<file path="config.mk">
export PLATFORM = sky130hd
export DESIGN_NAME = joystick_scale_and_direction
export DESIGN_NICKNAME = d
export VERILOG_FILES = /design/src/rtl/jsd_pkg.sv /design/src/rtl/jsd_axis_lane.sv /design/src/rtl/joystick_scale_and_direction.sv
export SDC_FILE = /design/constraint.sdc
export NUM_CORES = 1
export LEC_CHECK = 0
export BUFFER_PORTS_ARGS = -buffer_cell sky130_fd_sc_hd__buf_2
export CAP_MARGIN = 20
export CORE_MARGIN = 1
export CORE_UTILIZATION = 45
export DETAILED_ROUTE_END_ITERATION = 8
export SLEW_MARGIN = 10
export SYNTH_ARGS = -nofsm -noshare
export SYNTH_HDL_FRONTEND = slang
export SYNTH_SLANG_ARGS = --single-unit
</file>
<file path="constraint.sdc">
create_clock -name clk_i -period 34.2 [get_ports clk_i]
set_input_delay 8.55 -clock clk_i [delete_from_list [all_inputs] [get_ports clk_i]]
set_output_delay 8.55 -clock clk_i [all_outputs]
set_load 0.05 [all_outputs]
</file>
<file path="src/rtl/jsd_pkg.sv">
// Shared constants, codes and types of the joystick scaling and direction block.
package jsd_pkg;

  // Field widths
  localparam int unsigned SampleW  = 8;
  localparam int unsigned PctW     = 8;
  localparam int unsigned MagW     = 7;
  localparam int unsigned ThrW     = 7;
  localparam int unsigned HeadW    = 3;
  localparam int unsigned CfgIdxW  = 2;
  localparam int unsigned CfgDataW = 8;

  // Scaling constants
  localparam int unsigned FullScale = 100;
  localparam int unsigned SampleMax = 255;

  // Quotient never exceeds 100, so seven quotient bits are enough
  localparam int unsigned QuotW = 7;
  // Numerator is at most 255 * 100
  localparam int unsigned NumW  = 15;

  // Lane: entry stage, one stage per quotient bit, result stage
  localparam int unsigned LaneStages = QuotW + 2;
  // Whole pipeline: lane stages plus the heading/output stage
  localparam int unsigned NumStages  = LaneStages + 1;

  // Reset values of the configuration registers
  localparam logic [SampleW-1:0] CenterReset    = 8'd128;
  localparam logic [ThrW-1:0]    ThresholdReset = 7'd50;

  // Configuration register indexes
  typedef enum logic [CfgIdxW-1:0] {
    REG_X_CENTER  = 2'd0,
    REG_Y_CENTER  = 2'd1,
    REG_THRESHOLD = 2'd2
  } cfg_reg_e;

  // Heading codes
  typedef enum logic [HeadW-1:0] {
    HEAD_NEUTRAL = 3'd0,
    HEAD_RIGHT   = 3'd1,
    HEAD_LEFT    = 3'd2,
    HEAD_UP      = 3'd3,
    HEAD_DOWN    = 3'd4
  } heading_e;

  // Scaled result of one axis
  typedef struct packed {
    logic [PctW-1:0] pct;  // signed percent, two's complement
    logic [MagW-1:0] mag;  // magnitude of pct
  } axis_t;

endpackage

</file>
<file path="src/rtl/jsd_axis_lane.sv">
// Pipelined scaling of one joystick axis: restoring division, one quotient bit a stage.
module jsd_axis_lane (
  input  logic                                clk_i,
  input  logic [jsd_pkg::LaneStages-1:0]      en_i,
  input  logic [jsd_pkg::SampleW-1:0]         sample_i,
  input  logic [jsd_pkg::SampleW-1:0]         center_i,
  output jsd_pkg::axis_t                      axis_o
);

  localparam int unsigned QW = jsd_pkg::QuotW;
  localparam int unsigned NW = jsd_pkg::NumW;
  localparam int unsigned SW = jsd_pkg::SampleW;

  // Stage 0 is the entry register, stages 1..QW hold partial quotients
  logic [NW-1:0] rem_q  [0:QW];
  logic [QW-1:0] quo_q  [0:QW];
  logic [SW-1:0] div_q  [0:QW];
  logic          up_q   [0:QW];
  logic          zero_q [0:QW];

  logic          upper;
  logic [SW-1:0] diff;
  logic [NW-1:0] num_d;
  logic [SW-1:0] div_d;

  // Pick the side of the midpoint and form numerator and divisor
  always_comb begin
    upper = sample_i > center_i;
    diff  = upper ? (sample_i - center_i) : sample_i;
    num_d = NW'(diff) * NW'(jsd_pkg::FullScale);
    div_d = upper ? (SW'(jsd_pkg::SampleMax) - center_i) : center_i;
  end

  always_ff @(posedge clk_i) begin
    if (en_i[0]) begin
      rem_q[0]  <= num_d;
      quo_q[0]  <= '0;
      div_q[0]  <= div_d;
      up_q[0]   <= upper;
      zero_q[0] <= !upper && (center_i == '0);
    end
  end

  // One restoring step per stage, most significant quotient bit first
  for (genvar k = 1; k <= QW; k++) begin : g_div
    localparam int unsigned Sh = QW - k;
    logic [NW-1:0] dsh;
    logic          ge;

    always_comb begin
      dsh = NW'(div_q[k-1]) << Sh;
      ge  = rem_q[k-1] >= dsh;
    end

    always_ff @(posedge clk_i) begin
      if (en_i[k]) begin
        rem_q[k]  <= ge ? (rem_q[k-1] - dsh) : rem_q[k-1];
        quo_q[k]  <= quo_q[k-1] | (QW'(ge) << Sh);
        div_q[k]  <= div_q[k-1];
        up_q[k]   <= up_q[k-1];
        zero_q[k] <= zero_q[k-1];
      end
    end
  end

  logic [jsd_pkg::PctW-1:0] pct_d;
  logic [jsd_pkg::MagW-1:0] mag_d;
  logic [jsd_pkg::PctW-1:0] quo_ext;

  // Map the quotient to a signed percent and its magnitude
  always_comb begin
    quo_ext = jsd_pkg::PctW'(quo_q[QW]);
    if (zero_q[QW]) begin
      pct_d = -jsd_pkg::PctW'(jsd_pkg::FullScale);
      mag_d = jsd_pkg::MagW'(jsd_pkg::FullScale);
    end else if (up_q[QW]) begin
      pct_d = quo_ext;
      mag_d = quo_q[QW];
    end else begin
      pct_d = quo_ext - jsd_pkg::PctW'(jsd_pkg::FullScale);
      mag_d = jsd_pkg::MagW'(jsd_pkg::FullScale) - quo_q[QW];
    end
  end

  always_ff @(posedge clk_i) begin
    if (en_i[QW+1]) begin
      axis_o.pct <= pct_d;
      axis_o.mag <= mag_d;
    end
  end

endmodule

</file>
<file path="src/rtl/joystick_scale_and_direction.sv">
// Top level: joystick axis scaling to percent, heading decision and slider pass-through.
//
// Usage
//   Slave stream s_axis_*: one sample set per transfer (x, y, left, right bytes).
//   Master stream m_axis_*: one result per sample set, in order (x and y
//   percent in -100..100, left and right slider bytes, heading code).
//   Configuration: cfg_we_i writes cfg_wdata_i into register cfg_idx_i
//   (0 x midpoint, 1 y midpoint, 2 heading threshold); other indexes are
//   ignored. Write only while no transfer is in flight.
// Timing
//   From an input transfer to its output transfer a sample set passes an
//   entry stage, seven restoring division stages (one quotient bit each), a
//   percent stage and the heading/output register. Throughput is one sample
//   set per cycle while m_axis_tready does not hold the pipeline back;
//   both axes have their own divider.
// Reset
//   Clears all stage valid bits and loads midpoints of 128 and threshold 50.
// Stall
//   Each stage holds while its successor is full and stalled; empty stages
//   keep filling, so s_axis_tready drops only once every stage holds an item.
module joystick_scale_and_direction (
  input  logic                            clk_i,
  input  logic                            rst_ni,
  // Configuration write port
  input  logic                            cfg_we_i,
  input  logic [jsd_pkg::CfgIdxW-1:0]     cfg_idx_i,
  input  logic [jsd_pkg::CfgDataW-1:0]    cfg_wdata_i,
  // Sample stream
  input  logic                            s_axis_tvalid,
  output logic                            s_axis_tready,
  input  logic [31:0]                     s_axis_tdata,  // x_sample, y_sample, left_sample,
                                                         // right_sample
  // Result stream
  output logic                            m_axis_tvalid,
  input  logic                            m_axis_tready,
  output logic [39:0]                     m_axis_tdata   // x_percent, y_percent, left_level,
                                                         // right_level, heading, zero pad
);

  localparam int unsigned NS = jsd_pkg::NumStages;
  localparam int unsigned LS = jsd_pkg::LaneStages;

  // Configuration registers
  logic [jsd_pkg::SampleW-1:0] x_center_q, y_center_q;
  logic [jsd_pkg::ThrW-1:0]    thr_q;

  always_ff @(posedge clk_i or negedge rst_ni) begin
    if (!rst_ni) begin
      x_center_q <= jsd_pkg::CenterReset;
      y_center_q <= jsd_pkg::CenterReset;
      thr_q      <= jsd_pkg::ThresholdReset;
    end else if (cfg_we_i) begin
      unique case (cfg_idx_i)
        jsd_pkg::REG_X_CENTER:  x_center_q <= cfg_wdata_i;
        jsd_pkg::REG_Y_CENTER:  y_center_q <= cfg_wdata_i;
        jsd_pkg::REG_THRESHOLD: thr_q      <= cfg_wdata_i[jsd_pkg::ThrW-1:0];
        default: ;
      endcase
    end
  end

  // Stage valid bits and per-stage advance
  logic [NS-1:0] valid_q;
  logic [NS-1:0] adv;

  always_comb begin
    adv[NS-1] = !valid_q[NS-1] || m_axis_tready;
    for (int k = NS - 2; k >= 0; k--) begin
      adv[k] = !valid_q[k] || adv[k+1];
    end
  end

  always_ff @(posedge clk_i or negedge rst_ni) begin
    if (!rst_ni) begin
      valid_q <= '0;
    end else begin
      if (adv[0]) valid_q[0] <= s_axis_tvalid;
      for (int k = 1; k < NS; k++) begin
        if (adv[k]) valid_q[k] <= valid_q[k-1];
      end
    end
  end

  assign s_axis_tready = adv[0];

  // Slider bytes travel beside the axis lanes
  logic [15:0] slide_q [0:NS-1];

  always_ff @(posedge clk_i) begin
    if (adv[0]) slide_q[0] <= s_axis_tdata[31:16];
    for (int k = 1; k < NS; k++) begin
      if (adv[k]) slide_q[k] <= slide_q[k-1];
    end
  end

  // Axis scaling lanes
  jsd_pkg::axis_t x_axis, y_axis;

  jsd_axis_lane u_x_lane (
    .clk_i    (clk_i),
    .en_i     (adv[LS-1:0]),
    .sample_i (s_axis_tdata[7:0]),
    .center_i (x_center_q),
    .axis_o   (x_axis)
  );

  jsd_axis_lane u_y_lane (
    .clk_i    (clk_i),
    .en_i     (adv[LS-1:0]),
    .sample_i (s_axis_tdata[15:8]),
    .center_i (y_center_q),
    .axis_o   (y_axis)
  );

  // Heading from the larger magnitude; a tie goes to the vertical axis
  jsd_pkg::heading_e head_d, head_q;

  always_comb begin
    if (x_axis.mag > y_axis.mag) begin
      if (x_axis.mag > thr_q) begin
        head_d = x_axis.pct[jsd_pkg::PctW-1] ? jsd_pkg::HEAD_LEFT : jsd_pkg::HEAD_RIGHT;
      end else begin
        head_d = jsd_pkg::HEAD_NEUTRAL;
      end
    end else begin
      if (y_axis.mag > thr_q) begin
        head_d = y_axis.pct[jsd_pkg::PctW-1] ? jsd_pkg::HEAD_DOWN : jsd_pkg::HEAD_UP;
      end else begin
        head_d = jsd_pkg::HEAD_NEUTRAL;
      end
    end
  end

  // Output register
  logic [jsd_pkg::PctW-1:0] x_pct_q, y_pct_q;

  always_ff @(posedge clk_i) begin
    if (adv[NS-1]) begin
      x_pct_q <= x_axis.pct;
      y_pct_q <= y_axis.pct;
      head_q  <= head_d;
    end
  end

  assign m_axis_tvalid = valid_q[NS-1];
  assign m_axis_tdata  = {5'd0, head_q, slide_q[NS-1], y_pct_q, x_pct_q};

  // Checks
  a_ready_only_when_full: assert property (@(posedge clk_i) disable iff (!rst_ni)
    !s_axis_tready |-> (&valid_q))
    else $error("input stalled while a stage is empty");

  a_x_range: assert property (@(posedge clk_i) disable iff (!rst_ni)
    m_axis_tvalid |-> ($signed(x_pct_q) >= -100 && $signed(x_pct_q) <= 100))
    else $error("x percent out of range");

  a_y_range: assert property (@(posedge clk_i) disable iff (!rst_ni)
    m_axis_tvalid |-> ($signed(y_pct_q) >= -100 && $signed(y_pct_q) <= 100))
    else $error("y percent out of range");

  a_right_sign: assert property (@(posedge clk_i) disable iff (!rst_ni)
    (m_axis_tvalid && head_q == jsd_pkg::HEAD_RIGHT) |-> ($signed(x_pct_q) > 0))
    else $error("right heading with non-positive x");

endmodule
</file>
==> results of run 1 <==
power breakdown:
group	switching [mW]	total [mW]	internal (mW)
clock	0.290	0.739	0.449
sequential	0.167	1.44	1.27
combinational	0.824	1.48	0.660
routing by layer:
metal  up-vias  GRT usage, %
li1       8393             -
met1      7737          19.9
met5         -             0
met3       114          2.64
met4         0          6.49
met2       248          26.0
area by class of cell:
| cell class | count | share of cell area [%] |
|---|---|---|
| sequential | 624 | 55.5 |
| tap | 855 | 3.20 |
| multi-input combinational | 1323 | 30.3 |
| inverter | 227 | 2.55 |
| clock inverter | 45 | 1.49 |
| timing repair buffer | 96 | 1.53 |
| clock buffer | 79 | 5.39 |
logic make-up after synthesis:
family	Yosys count	synth area share, %
AOI/OAI and AO/OA	382	8.46
xor gates and xnor gates	118	3.47
adders and majority gates	231	10.2
buffers and inverters	257	3.56
DFF	624	62.5
muxes	76	2.89
other	1	0.0126
and+or+nand+nor	511	8.91
synth_stat cells (28+ instances only):
| cell type | count |
|---|---|
| xnor2_1 | 80 |
| dfrtp_1 | 28 |
| inv_1 | 225 |
| nor2b_1 | 48 |
| a21o_1 | 30 |
| o21ai_0 | 102 |
| nor2_1 | 127 |
| mux2_2 | 41 |
| nor3_1 | 39 |
| edfxtp_1 | 591 |
| ha_1 | 211 |
| xor2_1 | 38 |
| a21oi_1 | 93 |
| nand2_1 | 108 |
| nand2b_1 | 41 |
state kept, by name, indices dropped and copies added, names as in the netlist, 10 cells and up:
register	flops
slide_q	160
u_x_lane.rem_q	92
u_y_lane.rem_q	92
u_x_lane.div_q	56
u_y_lane.div_q	56
u_x_lane.quo_q	28
u_y_lane.quo_q	28
u_x_lane.axis_o	14
u_y_lane.axis_o	14
valid_q	10
path summary, 6_finish.rpt:
kind | to | startpoint | depth (start not counted)
max in group asynchronous | valid_q[8] | rst_ni | 1
hold / removal | slide_q[2][3] | slide_q[1][3] | 0
setup / recovery | s_axis_tready | m_axis_tready | 10
setup reg to reg | u_x_lane.rem_q[0][14] | x_center_q[0] | 20
min in group asynchronous | x_center_q[4] | rst_ni | 1
hold reg to reg | slide_q[2][3] | slide_q[1][3] | 0
stage by stage:
stage	std cells	utilization, %
2_1_floorplan	2204	-
3_3_place_gp	3123	48.0
3_5_place_dp	3123	48.0
4_1_cts	3247	51.5
5_1_grt	3249	51.6
6_report	3249	51.6
==> results.py, run 1 <==
metrics = {
    "setup_path": {
        "end_kind": "primary output",
        "crit_fanout": 64,
        "critPathLaunchType": "primary input",
        "arrival_ps": 12200,
        "critPathBufInv": 4,
        "cp_cell_sequence": "buf_2 -> nand2b_2 -> nor2_1 -> inv_2 -> nor2_1 -> and2_1 -> nand4_1 -> or2_2 -> buf_4 -> buf_2",
        "crit_type": "primary input to primary output",
        "critPathRequiredTime_ps": 25650,
        "crit_path_top_delay_cell": "inv_2",
        "critPathMaxStageDelay_ps": 780,
        "rrSetupSlack_ps": 28460,
        "crit_family": "buffers and inverters",
    },
    "floorplanning": {
        "initial_core_util_pct": 45.8,
        "io_pins": 89,
        "die_h_um": 259,
        "dieArea_um2": 67100,
        "dieWidth_um": 259,
        "core_area_um2": 64900,
        "std_cell_rows": 93,
    },
    "place": {
        "portBuffers": 83,
        "gp_congestion": 0.883,
        "place_ws_ps": 13350,
        "dp_hpwl_um": 38200,
        "postPlaceCellArea_um2": 31200,
    },
    "layout": {
        "syn_to_final_growth_pct": 12.5,
        "fill_cells": 5484,
        "multiInputGateArea_um2": 10200,
        "n_antenna_cell": 0,
        "design_area_um2": 33500,
        "drive_gt1_share_pct": 12.7,
        "final_common_cell": "edfxtp_1",
        "final_cell_mix": "edfxtp_1, inv_1, ha_1",
        "num-nets-final": 2618,
        "final-seq-area_um2": 18600,
    },
    "yosys": {
        "synthTopCellsByArea": "edfxtp_1, ha_1, inv_1",
        "syn_inst": 2200,
        "synth_cell_types": 88,
        "synthDominantCellAreaShare_pct": 59.7,
        "synth_edf_count": 591,
        "yosys.area.top_type": "edfxtp_1",
        "async_flop_share_pct": 5.29,
        "postSynthAreaPerCell_um2": 13.5,
        "yosysWarningCount": 0,
        "syn-cell-area_um2": 29700,
        "ys_seq_area_share_pct": 62.5,
        "ys.flop_type": "edfxtp_1",
        "ys_seq_elements": 624,
    },
    "power_and_ir_drop": {
        "power_density_nw_per_um2": 109,
        "vdd_drop_max_mv": 0.0461,
        "p_leak_nw": 13.5,
        "p_total_mw": 3.67,
    },
    "min_path": {
        "hp-class": "flop to flop",
    },
    "global_routing": {
        "grt_pass1_wl_um": 83600,
        "grt_pass1_vias": 16700,
        "grt_use_total_pct": 15.5,
        "grt_antenna_before_repair": 1,
        "grt_max_degree": 68,
        "grt-ovfl-total": 0,
    },
    "clocking": {
        "holdBufCountCts": 0,
        "htreeDepth": 3,
        "cts.sinks": 624,
        "clk_latency_ps": 590,
        "cts_buffers": 68,
        "clock_path_buffers": 3,
        "path_clk_slew_ps": 50,
        "clockRootBuffer": "clkbuf_16",
        "cts_setup_buffers": 0,
        "cts_tree": "done",
        "post_cts_resized": 0,
    },
    "routing": {
        "dr.pass1.iters": 5,
        "route.met3.wl_um": 1500,
        "drt-initial-drc-count": 872,
        "wl_met1_um": 23900,
        "met2_length_um": 24300,
        "wl_um": 51500,
        "vias_per_cell": 5.08,
        "wire_per_inst_um": 15.9,
        "post-route-drc-count": 0,
        "drtAntennaViolNets": 0,
        "via_count": 16500,
        "highest_layer": "met4",
    },
    "timing": {
        "slew_violations": 0,
        "rsz0062_at_grt": "no",
        "timing.final.crit_period_ps": 20750,
        "finClkSkew_ps": 13.4,
        "worst_slew_pin_slew_ps": 993,
        "slew_headroom_pct": 33.6,
        "fin_tns_setup_ps": 0,
        "hold_viol_final": 0,
        "period_share_pct": 60.7,
        "hold_ws_ps": 414,
        "setup_viol_count_final": 0,
        "setup_ws_ps": 13450,
        "fmax_ghz": 0.0482,
    },
    "flow_run": {
        "cap_violations": 0,
    },
    "status": {
        "outcome": "finished clean",
    },
}
No activity file was read; power rests on OpenSTA's default activity.
==> run 2, diff against run 1 <==
clock period = 17.7 ns   (was 34.2 ns; I/O delays follow)
==> results.py, run 2 (synthesis gave the netlist of run 1 again) <==
metrics = {
    "setup_path": {
        "arrival_ps": 7990,
        "critPathLaunch": "m_axis_tready",
        "critPathRequiredTime_ps": 13280,
        "crit_type": "primary input to primary output",
        "critPathLaunchType": "primary input",
        "critPathMaxStageDelay_ps": 750,
        "crit_family": "buffers and inverters",
        "r2r_start": "x_center_q[0]",
        "cp_cell_sequence": "buf_2 -> nand2b_2 -> nor2_1 -> inv_2 -> nor2_1 -> and2_1 -> nand4_1 -> or2_2 -> buf_4 -> buf_2",
        "r2r_cells": 20,
        "crit_fanout": 64,
        "rrSetupSlack_ps": 12000,
        "critPathBufInv": 4,
        "crit_path_top_delay_cell": "inv_2",
        "r2r-end": "u_x_lane.rem_q[0][14]",
        "end_kind": "primary output",
    },
    "place": {
        "gp_congestion": 0.873,
        "dp_hpwl_um": 38000,
        "portBuffers": 83,
        "postPlaceCellArea_um2": 31200,
    },
    "power_and_ir_drop": {
        "combPwrFrac_pct": 40.6,
        "p_leak_nw": 13.4,
        "p_sw_share_pct": 35.1,
        "power.share.clock_pct": 20.0,
        "p_sw_mw": 2.48,
        "power_density_nw_per_um2": 211,
        "internal_power_mw": 4.58,
        "vdd_drop_max_mv": 0.0844,
        "pwr-share-seq_pct": 39.5,
    },
    "layout": {
        "n_antenna_cell": 0,
        "final_util_pct": 51.5,
        "largestRegisters": "slide_q: 160 flops, u_x_lane.rem_q: 92 flops, u_y_lane.rem_q: 92 flops",
        "final_cell_mix": "edfxtp_1, inv_1, ha_1",
        "final_common_cell": "edfxtp_1",
        "top_register": "slide_q",
        "largest_reg_flops": 160,
        "syn_to_final_growth_pct": 12.4,
        "design_area_um2": 33400,
        "num-nets-final": 2616,
        "drive_gt1_share_pct": 12.6,
    },
    "routing": {
        "drt-initial-drc-count": 876,
        "dr.pass1.iters": 7,
        "met2_length_um": 24500,
        "drtAntennaViolNets": 0,
        "wl_um": 51000,
        "wire_per_inst_um": 15.7,
        "wl_met1_um": 23500,
        "post-route-drc-count": 0,
        "route.met3.wl_um": 1700,
        "highest_layer": "met4",
        "vias_per_cell": 5.15,
        "via_count": 16700,
    },
    "timing": {
        "fin_tns_setup_ps": 0,
        "hold_viol_final": 0,
        "fmax_ghz": 0.0806,
        "period_share_pct": 70.1,
        "rsz0062_at_grt": "no",
        "timing.final.crit_period_ps": 12410,
        "setup_viol_count_final": 0,
        "finClkSkew_ps": 21.5,
        "slew_violations": 0,
        "worst_slew_pin_slew_ps": 1020,
        "slew_headroom_pct": 31.8,
    },
    "floorplanning": {
        "die_h_um": 259,
        "io_pins": 89,
        "dieWidth_um": 259,
        "core_area_um2": 64900,
        "dieArea_um2": 67100,
        "std_cell_rows": 93,
        "initial_core_util_pct": 45.8,
    },
    "global_routing": {
        "grt_pass1_wl_um": 82300,
        "grt_pass1_vias": 16500,
        "grt_max_degree": 68,
        "grt_antenna_before_repair": 0,
        "grt-ovfl-total": 0,
        "grt_use_total_pct": 15.2,
    },
    "clocking": {
        "cts_setup_buffers": 0,
        "path_clk_slew_ps": 60,
        "cts_buffers": 67,
        "cts.sinks": 624,
        "clk_latency_ps": 600,
        "clock_path_buffers": 3,
        "clockRootBuffer": "clkbuf_16",
        "htreeDepth": 3,
        "cts_tree": "done",
        "holdBufCountCts": 0,
        "post_cts_resized": 0,
    },
    "min_path": {
        "hold_end": "slide_q[8][8]",
        "hp-class": "flop to flop",
        "hold_path_depth": 0,
        "hp-start": "slide_q[7][8]",
    },
    "flow_run": {
        "cap_violations": 0,
    },
    "status": {
        "outcome": "finished clean",
    },
}
[run 2: cell count changes in the layout (fill, tap and decap cells not counted), sizes merged]
cell      before  now
inv          233  230
buf           96   95
bufinv         9    8
clkbuf        79   80
clkinv        24   23
clkinvlp       6    7
[run 2: layer usage]
| metal | track usage, % | up-vias |
|---|---|---|
| li1 | - | 8390 |
| met1 | 19.8 | 7909 |
| met2 | 25.8 | 311 |
| met3 | 2.59 | 99 |
| met4 | 5.01 | 0 |
| met5 | 0 | - |
[run 2: worst max path at each step]
stage	to	cells past startpoint
detailed placement	s_axis_tready	10
CTS	s_axis_tready	10
finish	s_axis_tready	10
global placement	s_axis_tready	10
floorplan	s_axis_tready	7
global route	s_axis_tready	10
[run 2: worst reg2reg max path, cell delays in order, from the launching register on]
cell,delay (ps)
dfrtp_1,460
ha_1,210
inv_1,60
fa_1,390
a21o_1,210
a221oi_1,420
o21bai_1,120
a21oi_1,170
a41o_2,490
mux2_4,380
ha_1,310
ha_1,280
inv_1,50
fa_1,490
inv_1,40
ha_1,330
a21o_1,190
a21oi_1,220
o21ai_0,170
o41ai_1,340
xnor2_1,110
[run 2: layout make-up]
cell class	count	area, µm²
fillers	5440	31500
inverters	227	852
clock inverters	41	493
flip-flops and latches	624	18600
clock buffers	80	1790
repair buffers	95	505
multi-input cells	1323	10200
well taps	855	1070
[run 2: through the flow]
| stage | hold slack [ps] | instances | power, mW | setup WS [ps] |
|---|---|---|---|---|
| 2_1_floorplan | 400 | 2204 | 5.02 | 3240 |
| 3_3_place_gp | 401 | 3123 | 5.57 | 5230 |
| 3_5_place_dp | 405 | 3123 | 5.67 | 5150 |
| 4_1_cts | 401 | 3244 | 7.12 | 5130 |
| 5_1_grt | 419 | 3245 | 7.57 | 4800 |
| 6_report | 400 | 3245 | 7.06 | 5290 |
[run 2: power by group through the flow]
stage / Combinational (mW) / Clock, mW / Sequential, mW
after floorplan: 2.27 / 0 / 2.75
after global routing: 3.22 / 1.50 / 2.86
after detailed placement: 2.85 / 0 / 2.82
after CTS: 2.88 / 1.44 / 2.80
final: 2.86 / 1.41 / 2.79
after global placement: 2.76 / 0 / 2.81
